$ cat src/design/ctdi_pkg.sv
// Types, constants and the branch map of the time de-interleaver.
package ctdi_pkg;

  localparam int SOFT_W      = 16;
  localparam int CFG_W       = 14;
  localparam int BR_W        = 4;
  localparam int FILL_W      = 5;
  localparam int FILL_DONE   = 16;
  localparam int FRAG_RESET  = 384;

  typedef logic signed [SOFT_W-1:0] soft_t;
  typedef logic        [CFG_W-1:0]  cfg_size_t;
  typedef logic        [BR_W-1:0]   branch_t;

  // Per-transfer control from the sequencer to the datapath
  typedef struct packed {
    logic    wr_en;
    branch_t wr_branch;
    branch_t rd_branch;
    logic    bypass;
    logic    emit;
    logic    last;
  } ctdi_ctl_t;

  // Bit-reversed branch offset for a position within a group of 16
  function automatic branch_t branch_offset(input logic [BR_W-1:0] sel);
    branch_t r;
    case (sel)
      4'd0:    r = 4'd0;
      4'd1:    r = 4'd8;
      4'd2:    r = 4'd4;
      4'd3:    r = 4'd12;
      4'd4:    r = 4'd2;
      4'd5:    r = 4'd10;
      4'd6:    r = 4'd6;
      4'd7:    r = 4'd14;
      4'd8:    r = 4'd1;
      4'd9:    r = 4'd9;
      4'd10:   r = 4'd5;
      4'd11:   r = 4'd13;
      4'd12:   r = 4'd3;
      4'd13:   r = 4'd11;
      4'd14:   r = 4'd7;
      4'd15:   r = 4'd15;
      default: r = 4'd0;
    endcase
    return r;
  endfunction

endpackage

$ cat src/design/ctdi_ctrl.sv
// Fragment sequencer: position, write branch, fill count and size register.
module ctdi_ctrl #(
  parameter int MAX_FRAGMENT = 8192
) (
  input  logic                         clk,
  input  logic                         rst,
  input  logic                         accept,
  input  logic                         cfg_we,
  input  ctdi_pkg::cfg_size_t          cfg_size,
  output logic [$clog2(MAX_FRAGMENT)-1:0] pos,
  output ctdi_pkg::ctdi_ctl_t          ctl
);
  import ctdi_pkg::*;

  localparam int PW  = $clog2(MAX_FRAGMENT);
  localparam int SZW = $clog2(MAX_FRAGMENT + 1);
  localparam int XW  = (SZW > CFG_W) ? SZW : CFG_W;
  localparam logic [SZW-1:0] RST_SIZE =
    (FRAG_RESET > MAX_FRAGMENT) ? SZW'(MAX_FRAGMENT) : SZW'(FRAG_RESET);

  logic [SZW-1:0]    size;
  logic [SZW-1:0]    size_next;
  logic [XW-1:0]     cfg_x;
  branch_t           wr_branch;
  logic [FILL_W-1:0] fill;
  logic              last;
  logic              emit;
  branch_t           offset;

  // Clamp the written size to 1..MAX_FRAGMENT
  always_comb begin
    cfg_x = XW'(cfg_size);
    if (cfg_x == '0) begin
      size_next = SZW'(1);
    end else if (cfg_x > XW'(MAX_FRAGMENT)) begin
      size_next = SZW'(MAX_FRAGMENT);
    end else begin
      size_next = SZW'(cfg_x);
    end
  end

  assign last   = (SZW'(pos) + SZW'(1)) >= size;
  assign emit   = (fill == FILL_W'(FILL_DONE));
  assign offset = branch_offset(pos[BR_W-1:0]);

  assign ctl.wr_en     = accept;
  assign ctl.wr_branch = wr_branch;
  assign ctl.rd_branch = wr_branch + offset;
  assign ctl.bypass    = (offset == '0);
  assign ctl.emit      = emit;
  assign ctl.last      = last;

  // Sequencer state
  always_ff @(posedge clk) begin
    if (rst) begin
      size      <= RST_SIZE;
      pos       <= '0;
      wr_branch <= '0;
      fill      <= '0;
    end else begin
      if (cfg_we) begin
        size <= size_next;
      end
      if (accept) begin
        if (last) begin
          pos       <= '0;
          wr_branch <= wr_branch + branch_t'(1);
          if (!emit) begin
            fill <= fill + FILL_W'(1);
          end
        end else begin
          pos <= pos + PW'(1);
        end
      end
    end
  end

endmodule

$ cat config.mk
export PLATFORM = sky130hd
export DESIGN_NAME = ctdi_ctrl
export DESIGN_NICKNAME = d
export VERILOG_FILES = /design/src/design/ctdi_pkg.sv /design/src/design/ctdi_ctrl.sv
export SDC_FILE = /design/constraint.sdc
export NUM_CORES = 1
export LEC_CHECK = 0
export BUFFER_PORTS_ARGS = -buffer_cell sky130_fd_sc_hd__buf_2
export CAP_MARGIN = 10
export CORE_AREA = 3 3 54 93
export DETAILED_ROUTE_END_ITERATION = 10
export DIE_AREA = 0 0 57 96
export PLACE_DENSITY = 0.76
export SYNTH_ARGS = -nofsm -noshare
export SYNTH_HDL_FRONTEND = slang
export SYNTH_SLANG_ARGS = --single-unit
$ cat constraint.sdc
create_clock -name clk -period 4.58 [get_ports clk]
set_clock_uncertainty 0.2 [all_clocks]
set_input_delay 0.687 -clock clk [delete_from_list [all_inputs] [get_ports clk]]
set_output_delay 0.687 -clock clk [all_outputs]
set_load 0.01 [all_outputs]
After elaboration in Yosys (flattened, before gate mapping)
Memory sizes are Yosys's and may differ from the RTL's. A register that Yosys moved wholly into a read port is not among the register bits.
Index checks and enable logic that the tools add are counted.
W data, S select, Z words.
- bits in registers: 36
- ROM bits: 64
- input bits: 18
- output and inout bits: 25
- word-level logic and storage cells: 23
- memories: 1
- add/sub/neg operators: 5
- order comparisons: 2
- equality and inequality tests: 1
- mux-type cells: 5
- bitwise logic cells: 1
- reduce and logical (&&, ||, !) cells: 4
- memories (memory ; words ; bits a word ; read ports ; clocked after Yosys merged registers in ; wr ports ; RTL line ; RTL):
    (name not given) ; 16 ; 4 ; 1 ; 1 ; 0 ; ctdi_pkg.sv:28 ; case (sel)
- operators by type and width (cell ; count):
    $mux W14 ; 2
    $add A13 B1 Y14 const B ; 1
    $ge A14 B14 Y1 ; 1
    $gt A14 B14 Y1 const B ; 1
    $logic_not A14 Y1 ; 1
    $add A13 B1 Y13 const B ; 1
    $mux W13 ; 1
    $mux W4 ; 2
    $add A5 B1 Y5 const B ; 1
    $eq A5 B5 Y1 const B ; 1
    $add A4 B1 Y4 const B ; 1
    $add A4 B4 Y4 ; 1
    $logic_not A4 Y1 ; 1
    $reduce_and A3 Y1 ; 1
    $reduce_and A2 Y1 ; 1
    $not A1 Y1 ; 1

Depth between registers and ports, before layout
Gate-level depths: netlist of the first run.
- depth in word-level cells: 5
- depth in mapped cells: 14
- gate-level depth less buffers: 13

Least setup slack after synthesis of the first run
No wires, ideal clock.
- path kind: register to output
- start: register pos[0]
- end: output port ctl[0] (netlist name)
- data arrival time: 2.613 ns
- data required time: 3.693 ns
- setup slack: 1.080 ns
- cell stages (with the launch flop): 14
- path buffers: 2
- cell sequence: dfxtp_1 -> ha_1 -> and3_1 -> and3_1 -> buf_2 -> nand3_1 -> xnor2_1 -> ha_1 -> a21oi_1 -> nand2_1 -> a221oi_2 -> and2_4 -> inv_4 -> buf_4
- cells in the longest elaborated chain, start to end: 2
- ends and longest elaborated chain (what ; RTL line ; RTL):
    start, declared ; ctdi_ctrl.sv:10 ; output logic [$clog2(MAX_FRAGMENT)-1:0] pos,
    start signal, assigned ; ctdi_ctrl.sv:72 ; pos <= pos + PW'(1);
    $add A13 B1 Y14 ; ctdi_ctrl.sv:42 ; assign last = (SZW'(pos) + SZW'(1)) >= size;
    $ge A14 B14 Y1 ; ctdi_ctrl.sv:42 ;
    end, declared ; ctdi_ctrl.sv:11 ; output ctdi_pkg::ctdi_ctl_t ctl
No other way between the ends.

==> impl_results.md, run 1 <==
* PnR worst setup slack at 0.4157 ns
* Hold-critical path depth at 1
* CTS Buf Count at 5
* Flops & latches, synth at 40
* Synth Warn # at 0
* Diode count at 0
* Required time reported for the critical path endpoint at 3.69 ns
* Wire length of the first global-routing pass at 8783 um
* Worst min-delay path startpoint: size[8]
* Post-route standard cell area excluding fillers at 0.002611 mm2
* Period utilisation layout at 90.92%
* Register-to-register path setup slack at 0.92 ns
* Post-Synthesis Net Count at 312
* Critical Path Sink Type: primary output
* Worst skew pair latency at 0.28 ns
* Fraction of layout instances using a drive strength above 1 at 19.22%
* Global Route Usage Sum at 20.35%
* Worst path arrival time at 3.28 ns
* Endpoint of the most critical register-to-register path: offset[0]
* Final Max Slew Viols at 0
* Worst-case clock buffer depth at 2
* Count of input and output buffers at 42
* Status: complete, no violations
* Vias post-DR at 2005
* Total placed instance area at 0.002534 mm2
* Placer Congestion at 0.9309
* Overflow left after global routing at 0
* Slew @ Worst Pin at 0.5949 ns
* Clock tree from TritonCTS: done
* FP Rows at 32
* Setup repair after global routing missed its margin: no
* Post-route worst hold slack at 0.2950 ns
* Detail-routed net length per standard cell at 14.59 um
* Summed negative setup slack over all endpoints at 0 ns
* Initial standard-cell utilization of the core at 53.01%
* Number of setup violations in the final report at 0
* Clk pin slew, worst setup/hold paths at 0.07 ns
* Minimum setup slack after placement at 0.7704 ns
* Vias in the first global route at 1895
* Final Net Count at 347
* Resized Gates After CTS at 0
* Total DRC errors in the routed layout at 0
* Number of buffers inserted to repair setup after CTS at 0
* Post-Synthesis Cells at 272
* Number of H-tree branching levels at 2
* Max IR drop VDD at 0.0002361 V
* Remaining number of nets flagged by the antenna check after routing at 0
* Core outline area at 0.004404 mm2
* Drt pass-1 iters at 4
* Leakage power at 1.263 nW
* Drt total wl at 5224 um
* Unique masters post-synth at 46
* Cells after DPL at 351
* Worst reg-to-reg path cell count at 13
* Via density per instance at 5.601
* Die Span Y at 96 um
* Final Util at 59.29%
* Final critical path time including I/O delays and setup at 4.164 ns
* Post-route non-filler standard cell count at 358
* Post-synthesis cell area at 0.002335 mm2
* Quantity of hold-fixing buffers added after cts at 0
* Peak fanout along the critical path at 13
* CTS sink count at 40
* Clock Root Buffer: sky130_fd_sc_hd__clkbuf_8
* Final hold violation count at 0
* Fmax at 0.2401 GHz
* Initial antenna violation count at 0
* Sequential-to-total area share from yosys stat at 34.30%
* Reg2reg start: pos[0]
* HPWL after detailed placement at 4131 um
* MaxCap Viol Count at 0
* Die area at 0.005472 mm2
* Drt first-iter violations at 37
* P per Cell Area at 254.1 mW/mm2
* Chip width at 57 um
* Number of placed I/O pins at 43
* Worst Setup Start Kind: flop
* Synth-to-layout area growth at 11.84%
* Class of the most critical setup path: reg2out
* Worst-case headroom to the max-slew limit at 60.34%
* Worst hold endpoint: size[8]
* Post-route total power at 0.6635 mW
* Avg Inst Size Synth at 8.584 um2
* Pin count of the biggest net entering global routing at 32
* Tightest Hold Check Type: reg2reg
==> cell families after synthesis <==
group	Yosys count	synth area share (%)
flops	40	34.30
buf+inv	43	7.985
fa+ha+maj	22	12.11
compound gates	62	18.60
mux	3	1.340
xor+xnor	16	6.002
simple gates	86	19.67
==> state kept, by name, summed over array words and instances (netlist names) <==
name	cells
fill	5
offset	4
pos	13
size	14
wr_branch	4
==> worst max-delay path, stage by stage (launching register included) <==
cell	delay (ns)
sky130_fd_sc_hd__dfxtp_1	0.44
sky130_fd_sc_hd__ha_1	0.28
sky130_fd_sc_hd__and3_1	0.20
sky130_fd_sc_hd__and3_1	0.29
sky130_fd_sc_hd__nand3_1	0.12
sky130_fd_sc_hd__xnor2_1	0.25
sky130_fd_sc_hd__ha_1	0.31
sky130_fd_sc_hd__a21oi_1	0.16
sky130_fd_sc_hd__nand2_1	0.08
sky130_fd_sc_hd__a221oi_2	0.34
sky130_fd_sc_hd__and2_4	0.29
sky130_fd_sc_hd__inv_4	0.08
sky130_fd_sc_hd__buf_2	0.14
==> synthesized netlist by cell type, drive strengths merged <==
| master | number | area [um2] |
|---|---|---|
| and2 | 2 | 15.02 |
| a41o | 1 | 10.01 |
| a21oi | 20 | 103.9 |
| a21o | 3 | 22.52 |
| a221oi | 1 | 15.01 |
| dfxtp | 40 | 800.8 |
| and3 | 12 | 80.08 |
| a22o | 2 | 17.52 |
| buf | 9 | 56.30 |
| nor2b | 6 | 37.54 |
| o31ai | 3 | 22.52 |
| a22oi | 8 | 60.06 |
| o311ai | 1 | 16.27 |
| nor3 | 2 | 21.27 |
| a32o | 6 | 60.06 |
| or3 | 4 | 25.02 |
| clkbuf | 5 | 18.77 |
| fa | 1 | 20.02 |
| nand2 | 14 | 52.55 |
| nor4 | 3 | 18.77 |
| nor2 | 25 | 101.4 |
| nand3 | 9 | 45.04 |
| a221o | 2 | 20.02 |
| ha | 21 | 262.8 |
| mux2 | 1 | 11.26 |
| xnor2 | 10 | 87.58 |
| o221a | 1 | 11.26 |
| inv | 29 | 111.4 |
| o21ai | 12 | 60.05 |
| a211oi | 1 | 7.510 |
| o21bai | 1 | 7.510 |
| xor2 | 6 | 52.55 |
| nand4 | 8 | 56.30 |
| mux2i | 2 | 20.02 |
| nand2b | 1 | 6.260 |
==> how the worst max path moves through the flow <==
stage                     endpoint  startpoint  cells past startpoint
after global routing        ctl[0]      pos[0]                     12
after CTS                   ctl[0]      pos[0]                     12
after detailed placement    ctl[0]      pos[0]                     12
after global placement      ctl[0]      pos[0]                     12
final                       ctl[0]      pos[0]                     12
after floorplan             ctl[0]      pos[0]                     13
==> metal layers <==
metal	GRT usage, %	wire, um	up-vias	share of wire [%]
met5	0	0	-	0
met4	4.642	68	0	1.3
met1	21.86	2116	932	41
met3	3.356	173	8	3.3
met2	40.36	2866	44	55
li1	-	-	1021	-
==> power breakdown <==
part / switching [mW] / internal (mW) / leakage, nW
Combinational: 0.0505 / 0.0322 / 0.897
Sequential: 0.00741 / 0.357 / 0.325
Clock: 0.113 / 0.104 / 0.0410
==> cells in the final DEF (no fill, tap or decap), types with 2 or more instances in the layout <==
master,Yosys,routed
sky130_fd_sc_hd__buf_2,3,42
sky130_fd_sc_hd__dfxtp_1,40,40
sky130_fd_sc_hd__inv_1,28,28
sky130_fd_sc_hd__nor2_1,24,24
sky130_fd_sc_hd__ha_1,21,21
sky130_fd_sc_hd__a21oi_1,19,19
sky130_fd_sc_hd__nand2_1,14,14
sky130_fd_sc_hd__and3_1,11,11
sky130_fd_sc_hd__o21ai_0,11,11
sky130_fd_sc_hd__xnor2_1,10,10
sky130_fd_sc_hd__nand3_1,9,9
sky130_fd_sc_hd__a22oi_1,8,8
sky130_fd_sc_hd__nand4_1,7,7
sky130_fd_sc_hd__xor2_1,6,6
sky130_fd_sc_hd__nor2b_1,6,6
sky130_fd_sc_hd__a32o_1,6,6
sky130_fd_sc_hd__clkbuf_8,0,5
sky130_fd_sc_hd__or3_1,4,4
sky130_fd_sc_hd__a21o_1,3,3
sky130_fd_sc_hd__nor4_1,3,3
sky130_fd_sc_hd__o31ai_1,3,3
sky130_fd_sc_hd__a221o_1,2,2
sky130_fd_sc_hd__mux2i_1,2,2
sky130_fd_sc_hd__a22o_1,2,2
==> final cells by class <==
cell class | instances | area, um2
clock inverter | 1 | 5.005
tap | 51 | 63.81
clock buffer | 6 | 72.57
inverter | 29 | 111.4
fill | 417 | 1793
timing repair buffer | 42 | 210.2
sequential | 40 | 800.8
multi-input combinational | 189 | 1348
(Power assumes the default switching activity.)
==> run 2: changes to the inputs <==
- CTS_BUF_LIST: not set -> sky130_fd_sc_hd__clkbuf_8
==> impl_results.md, run 2 (same netlist as run 1, synthesis figures left out) <==
* Final Util at 59.29% (unchanged)
* Placer Congestion at 0.9309 (unchanged)
* Number of H-tree branching levels at 2 (unchanged)
* Number of setup violations in the final report at 0 (unchanged)
* Detail-routed net length per standard cell at 14.60 um (was 14.59 um)
* Sequential Area at 800.8 um2 (unchanged)
* Class of the most critical setup path: reg2out (unchanged)
* Final critical path time including I/O delays and setup at 4.166 ns (was 4.164 ns)
* Clk pin slew, worst setup/hold paths at 0.07 ns (about the same)
* CP Buf/Inv Count at 2 (unchanged)
* Post-route standard cell area excluding fillers at 0.002611 mm2 (unchanged)
* Total routed wire length on the met1 layer at 2117 um (was 2116 um)
* Global Route Usage Sum at 20.35% (unchanged)
* Initial standard-cell utilization of the core at 53.01% (unchanged)
* Diode count at 0 (unchanged)
* Leading cell type in the layout, fill and taps excluded: sky130_fd_sc_hd__buf_2 (unchanged)
* Tightest Hold Check Type: reg2reg (unchanged)
* Minimum setup slack after placement at 0.7704 ns (unchanged)
* Via density per instance at 5.601 (unchanged)
* Most flops, register: size (unchanged)
* Overflow left after global routing at 0 (unchanged)
* Top metal layer carrying routed signals: met4 (unchanged)
* Final Net Count at 347 (unchanged)
* Filler Cell Count at 417 (unchanged)
* P per Cell Area at 253.4 mW/mm2 (was 254.1 mW/mm2)
* Registers with the most flip-flops: size (14), pos (13), fill (5) (unchanged)
* Peak fanout along the critical path at 13 (unchanged)
* Fmax at 0.2400 GHz (was 0.2401 GHz)
* Clock Root Buffer: sky130_fd_sc_hd__clkbuf_8 (unchanged)
* Status: complete, no violations (unchanged)
* Die Span Y at 96 um (unchanged)
* Number of flip-flops in the largest register at 14 (unchanged)
* Total placed instance area at 0.002534 mm2 (unchanged)
* HPWL after detailed placement at 4131 um (unchanged)
* FP Rows at 32 (unchanged)
* Pin count of the biggest net entering global routing at 32 (unchanged)
* Critical path's top delay family: simple AND/OR/NAND/NOR gates (unchanged)
* CTS sink count at 40 (unchanged)
* Routed length on met3 at 173 um (unchanged)
* Sequence of cells on the critical path: ha_1 > and3_1 > and3_1 > nand3_1 > xnor2_1 > ha_1 > a21oi_1 > nand2_1 > a221oi_2 > and2_4 > inv_4 > buf_2 (unchanged)
* Critical Path Sink Type: primary output (unchanged)
* Post-route worst hold slack at 0.2950 ns (unchanged)
* Drt total wl at 5228 um (was 5224 um)
* Final hold violation count at 0 (unchanged)
* Vias in the first global route at 1895 (unchanged)
* MaxCap Viol Count at 0 (unchanged)
* Area occupied by multi-input gates at 0.001348 mm2 (unchanged)
* Quantity of hold-fixing buffers added after cts at 0 (unchanged)
* Die area at 0.005472 mm2 (unchanged)
* Count of input and output buffers at 42 (unchanged)
* Max IR drop VDD at 0.0002336 V (was 0.0002361 V)
* Drt pass-1 iters at 4 (unchanged)
* Worst skew pair latency at 0.28 ns (about the same)
* Remaining number of nets flagged by the antenna check after routing at 0 (unchanged)
* Number of buffers inserted to repair setup after CTS at 0 (unchanged)
* Commonest non-fill, non-tap cells in the layout: sky130_fd_sc_hd__buf_2 (42), sky130_fd_sc_hd__dfxtp_1 (40), sky130_fd_sc_hd__inv_1 (29) (was sky130_fd_sc_hd__buf_2 (42), sky130_fd_sc_hd__dfxtp_1 (40), sky130_fd_sc_hd__inv_1 (28))
* Critical path's largest stage delay at 0.44 ns (about the same)
* Number of placed I/O pins at 43 (unchanged)
* Worst Setup Start Kind: flop (unchanged)
* Vias post-DR at 2005 (unchanged)
* Register-to-register path setup slack at 0.92 ns (about the same)
* Core outline area at 0.004404 mm2 (unchanged)
* PnR worst setup slack at 0.4141 ns (was 0.4157 ns)
* Slowest cell on crit path: sky130_fd_sc_hd__dfxtp_1 (unchanged)
* Final Max Slew Viols at 0 (unchanged)
* Summed negative setup slack over all endpoints at 0 ns (unchanged)
* Worst path arrival time at 3.28 ns (about the same)
* Fraction of layout instances using a drive strength above 1 at 19.22% (unchanged)
* Period utilisation layout at 90.96% (was 90.92%)
* CTS Buf Count at 5 (unchanged)
* Total DRC errors in the routed layout at 0 (unchanged)
* Slew @ Worst Pin at 0.5949 ns (about the same)
* Worst-case headroom to the max-slew limit at 60.34% (about the same)
* Met2 wire length at 2868 um (was 2866 um)
* Drt first-iter violations at 37 (unchanged)
* Clock tree from TritonCTS: done (unchanged)
* Chip width at 57 um (unchanged)
* Setup repair after global routing missed its margin: no (unchanged)
* Synth-to-layout area growth at 11.84% (unchanged)
* Wire length of the first global-routing pass at 8783 um (unchanged)
* Resized Gates After CTS at 0 (unchanged)
* Leakage power at 1.267 nW (was 1.263 nW)
* Initial antenna violation count at 0 (unchanged)
* Worst-case clock buffer depth at 2 (unchanged)
* Required time reported for the critical path endpoint at 3.69 ns (about the same)
==> run 2: area by class of cell <==
| cell class | instances | share of cell area [%] |
|---|---|---|
| repair buffers | 42 | 8.050 |
| flip-flops and latches | 40 | 30.67 |
| clock inverters | 2 | 0.3354 |
| well taps | 51 | 2.444 |
| clock buffers | 5 | 2.635 |
| multi-input cells | 189 | 51.61 |
| inverters | 29 | 4.265 |
==> run 2: worst register-to-register path, delay by kind of cell, from the launching register on <==
family | cells | cell delay, ns
AOI/OAI and AO/OA | 3 | 0.70
DFF | 1 | 0.44
buffers and inverters | 1 | 0.08
and+or+nand+nor | 6 | 1.34
adders and majority gates | 2 | 0.59
xor gates and xnor gates | 1 | 0.25
==> run 2: worst paths after layout <==
path | cells after the start | to | start
worst max register to register | 13 | offset[0] | pos[0]
worst min-delay path | 1 | size[8] | size[8]
worst max-delay path | 12 | ctl[0] | pos[0]
worst min register to register | 1 | size[8] | size[8]
==> run 2: per-layer routing <==
layer / up-vias / global-route usage [%]
li1: 1021 / -
met3: 8 / 3.356
met4: 0 / 4.642
met5: - / 0
met2: 44 / 40.36
met1: 932 / 21.86
==> run 2: power breakdown <==
part | internal, mW | switching (mW)
logic | 0.0322 | 0.0506
registers | 0.357 | 0.00741
clock network | 0.101 | 0.113
==> run 2: through the flow <==
stage | total power, mW | cells
floorplan | 0.4270 | 272
global placement | 0.4539 | 351
detailed placement | 0.4555 | 351
CTS | 0.6667 | 358
global route | 0.6967 | 358
finish | 0.6616 | 358
==> run 3: changes to the inputs <==
- CORE_AREA: 3 3 54 93 -> 3 3 64 78
- DIE_AREA: 0 0 57 96 -> 0 0 67 81
- PLACE_DENSITY: 0.76 -> 0.77
==> impl_results.md, run 3 (same netlist as run 1, synthesis figures left out) <==
* Worst skew pair latency at 0.30 ns (was 0.28 ns)
* Worst reg-to-reg path cell count at 13 (unchanged)
* Clock Root Buffer: sky130_fd_sc_hd__clkbuf_8 (unchanged)
* Drt pass-1 iters at 4 (unchanged)
* Drt total wl at 4969 um (was 5228 um)
* Status: complete, no violations (unchanged)
* Hold-critical path depth at 1 (unchanged)
* Wire length of the first global-routing pass at 8452 um (was 8783 um)
* Number of flip-flops in the largest register at 14 (unchanged)
* Most flops, register: size (unchanged)
* Initial antenna violation count at 0 (unchanged)
* Pin count of the biggest net entering global routing at 32 (unchanged)
* Number of placed I/O pins at 43 (unchanged)
* Reg2reg start: pos[0] (unchanged)
* Worst-case headroom to the max-slew limit at 60.68% (was 60.34%)
* Required time reported for the critical path endpoint at 3.69 ns (about the same)
* Slew @ Worst Pin at 0.5897 ns (was 0.5949 ns)
* Max IR drop VDD at 0.0002106 V (was 0.0002336 V)
* Clk pin slew, worst setup/hold paths at 0.08 ns (was 0.07 ns)
* Worst-case clock buffer depth at 2 (unchanged)
* Minimum setup slack after placement at 0.7277 ns (was 0.7704 ns)
* Worst path arrival time at 3.37 ns (was 3.28 ns)
* FP Rows at 26 (was 32)
* MaxCap Viol Count at 0 (unchanged)
* Die area at 0.005427 mm2 (was 0.005472 mm2)
* Worst min-delay path startpoint: size[7] (was size[8])
* Final Util at 61.74% (was 59.29%)
* Registers with the most flip-flops: size (14), pos (13), fill (5) (unchanged)
* Fraction of layout instances using a drive strength above 1 at 19.81% (was 19.22%)
* Fmax at 0.2347 GHz (was 0.2400 GHz)
* Detail-routed net length per standard cell at 13.65 um (was 14.60 um)
* Tightest Hold Check Type: reg2reg (unchanged)
* Post-route standard cell area excluding fillers at 0.002651 mm2 (was 0.002611 mm2)
* Commonest non-fill, non-tap cells in the layout: sky130_fd_sc_hd__buf_2 (42), sky130_fd_sc_hd__dfxtp_1 (40), sky130_fd_sc_hd__inv_1 (28) (was sky130_fd_sc_hd__buf_2 (42), sky130_fd_sc_hd__dfxtp_1 (40), sky130_fd_sc_hd__inv_1 (29))
* Chip width at 67 um (was 57 um)
* Via density per instance at 5.481 (was 5.601)
* Final critical path time including I/O delays and setup at 4.261 ns (was 4.166 ns)
* Initial standard-cell utilization of the core at 54.37% (was 53.01%)
* Drt first-iter violations at 136 (was 37)
* Core outline area at 0.004294 mm2 (was 0.004404 mm2)
* Number of buffers inserted to repair setup after CTS at 0 (unchanged)
* Remaining number of nets flagged by the antenna check after routing at 0 (unchanged)
* Worst hold endpoint: size[7] (was size[8])
* Post-route worst hold slack at 0.2941 ns (was 0.2950 ns)
* Die Span Y at 81 um (was 96 um)
* Count of input and output buffers at 42 (unchanged)
* Worst Setup Start Kind: flop (unchanged)
* Resized Gates After CTS at 0 (unchanged)
* Critical Path Sink Type: primary output (unchanged)
* Total placed instance area at 0.002540 mm2 (was 0.002534 mm2)
* P per Cell Area at 276.3 mW/mm2 (was 253.4 mW/mm2)
* Peak fanout along the critical path at 13 (unchanged)
* Final Max Slew Viols at 0 (unchanged)
* Clock tree from TritonCTS: done (unchanged)
* Leading cell type in the layout, fill and taps excluded: sky130_fd_sc_hd__buf_2 (unchanged)
* Total DRC errors in the routed layout at 0 (unchanged)
* Diode count at 0 (unchanged)
* Placer Congestion at 0.9426 (was 0.9309)
* Leakage power at 1.276 nW (was 1.267 nW)
* HPWL after detailed placement at 3822 um (was 4131 um)
* PnR worst setup slack at 0.3191 ns (was 0.4141 ns)
* Overflow left after global routing at 0 (unchanged)
* Setup repair after global routing missed its margin: no (unchanged)
* Period utilisation layout at 93.03% (was 90.96%)
* Endpoint of the most critical register-to-register path: offset[0] (unchanged)
* Register-to-register path setup slack at 0.87 ns (was 0.92 ns)
* Quantity of hold-fixing buffers added after cts at 0 (unchanged)
* CTS sink count at 40 (unchanged)
* Vias post-DR at 1995 (was 2005)
* Synth-to-layout area growth at 13.56% (was 11.84%)
* Class of the most critical setup path: reg2out (unchanged)
* Number of setup violations in the final report at 0 (unchanged)
* Final hold violation count at 0 (unchanged)
* Vias in the first global route at 1874 (was 1895)
* Final Net Count at 347 (unchanged)
* Global Route Usage Sum at 20.40% (was 20.35%)
* Number of H-tree branching levels at 2 (unchanged)
* Summed negative setup slack over all endpoints at 0 ns (unchanged)
* CTS Buf Count at 5 (unchanged)
[run 3: per-layer routing]
layer | GRT usage, % | up-vias | share of wire [%]
li1 | - | 1022 | -
met1 | 24.57 | 917 | 45
met2 | 34.81 | 49 | 49
met3 | 4.979 | 7 | 5.2
met4 | 7.302 | 0 | 1.5
met5 | 0 | - | 0
[run 3: through the flow]
| stage | total power, mW | std cells |
|---|---|---|
| finish | 0.7324 | 364 |
| global route | 0.7707 | 364 |
| CTS | 0.7420 | 364 |
| detailed placement | 0.4548 | 356 |
| global placement | 0.4524 | 356 |
| floorplan | 0.4270 | 272 |
[run 3: power breakdown]
| part | total (mW) | switching, mW | internal (mW) |
|---|---|---|---|
| logic | 0.0814 | 0.0493 | 0.0321 |
| registers | 0.365 | 0.00751 | 0.357 |
| clock network | 0.286 | 0.125 | 0.161 |
[run 3: layout make-up]
cell class	count	area, um2
Clock buffer	5	68.82
Timing Repair Buffer	42	210.2
Tap cell	56	70.07
Multi-Input combinational cell	189	1348
Fill cell	412	1643
Clock inverter	3	42.54
Sequential cell	40	800.8
Inverter	29	111.4
[run 3: how the worst max path moves through the flow]
stage	start	end	slack, ns	cells past startpoint
6_report	pos[0]	ctl[0]	0.32	12
5_1_grt	pos[0]	ctl[0]	0.12	12
4_1_cts	pos[0]	ctl[0]	0.37	12
3_5_place_dp	pos[0]	ctl[0]	0.73	12
3_3_place_gp	pos[0]	ctl[0]	0.85	12
2_1_floorplan	pos[0]	ctl[0]	1.08	13
[run 3: critical path, stage by stage, from the launching register on]
cell	delay, ns
sky130_fd_sc_hd__dfxtp_1	0.44
sky130_fd_sc_hd__ha_1	0.28
sky130_fd_sc_hd__and3_1	0.20
sky130_fd_sc_hd__and3_1	0.27
sky130_fd_sc_hd__nand3_1	0.12
sky130_fd_sc_hd__xnor2_1	0.26
sky130_fd_sc_hd__ha_1	0.32
sky130_fd_sc_hd__a21oi_1	0.19
sky130_fd_sc_hd__nand2_1	0.09
sky130_fd_sc_hd__a221oi_2	0.37
sky130_fd_sc_hd__and2_4	0.31
sky130_fd_sc_hd__inv_4	0.09
sky130_fd_sc_hd__buf_2	0.15
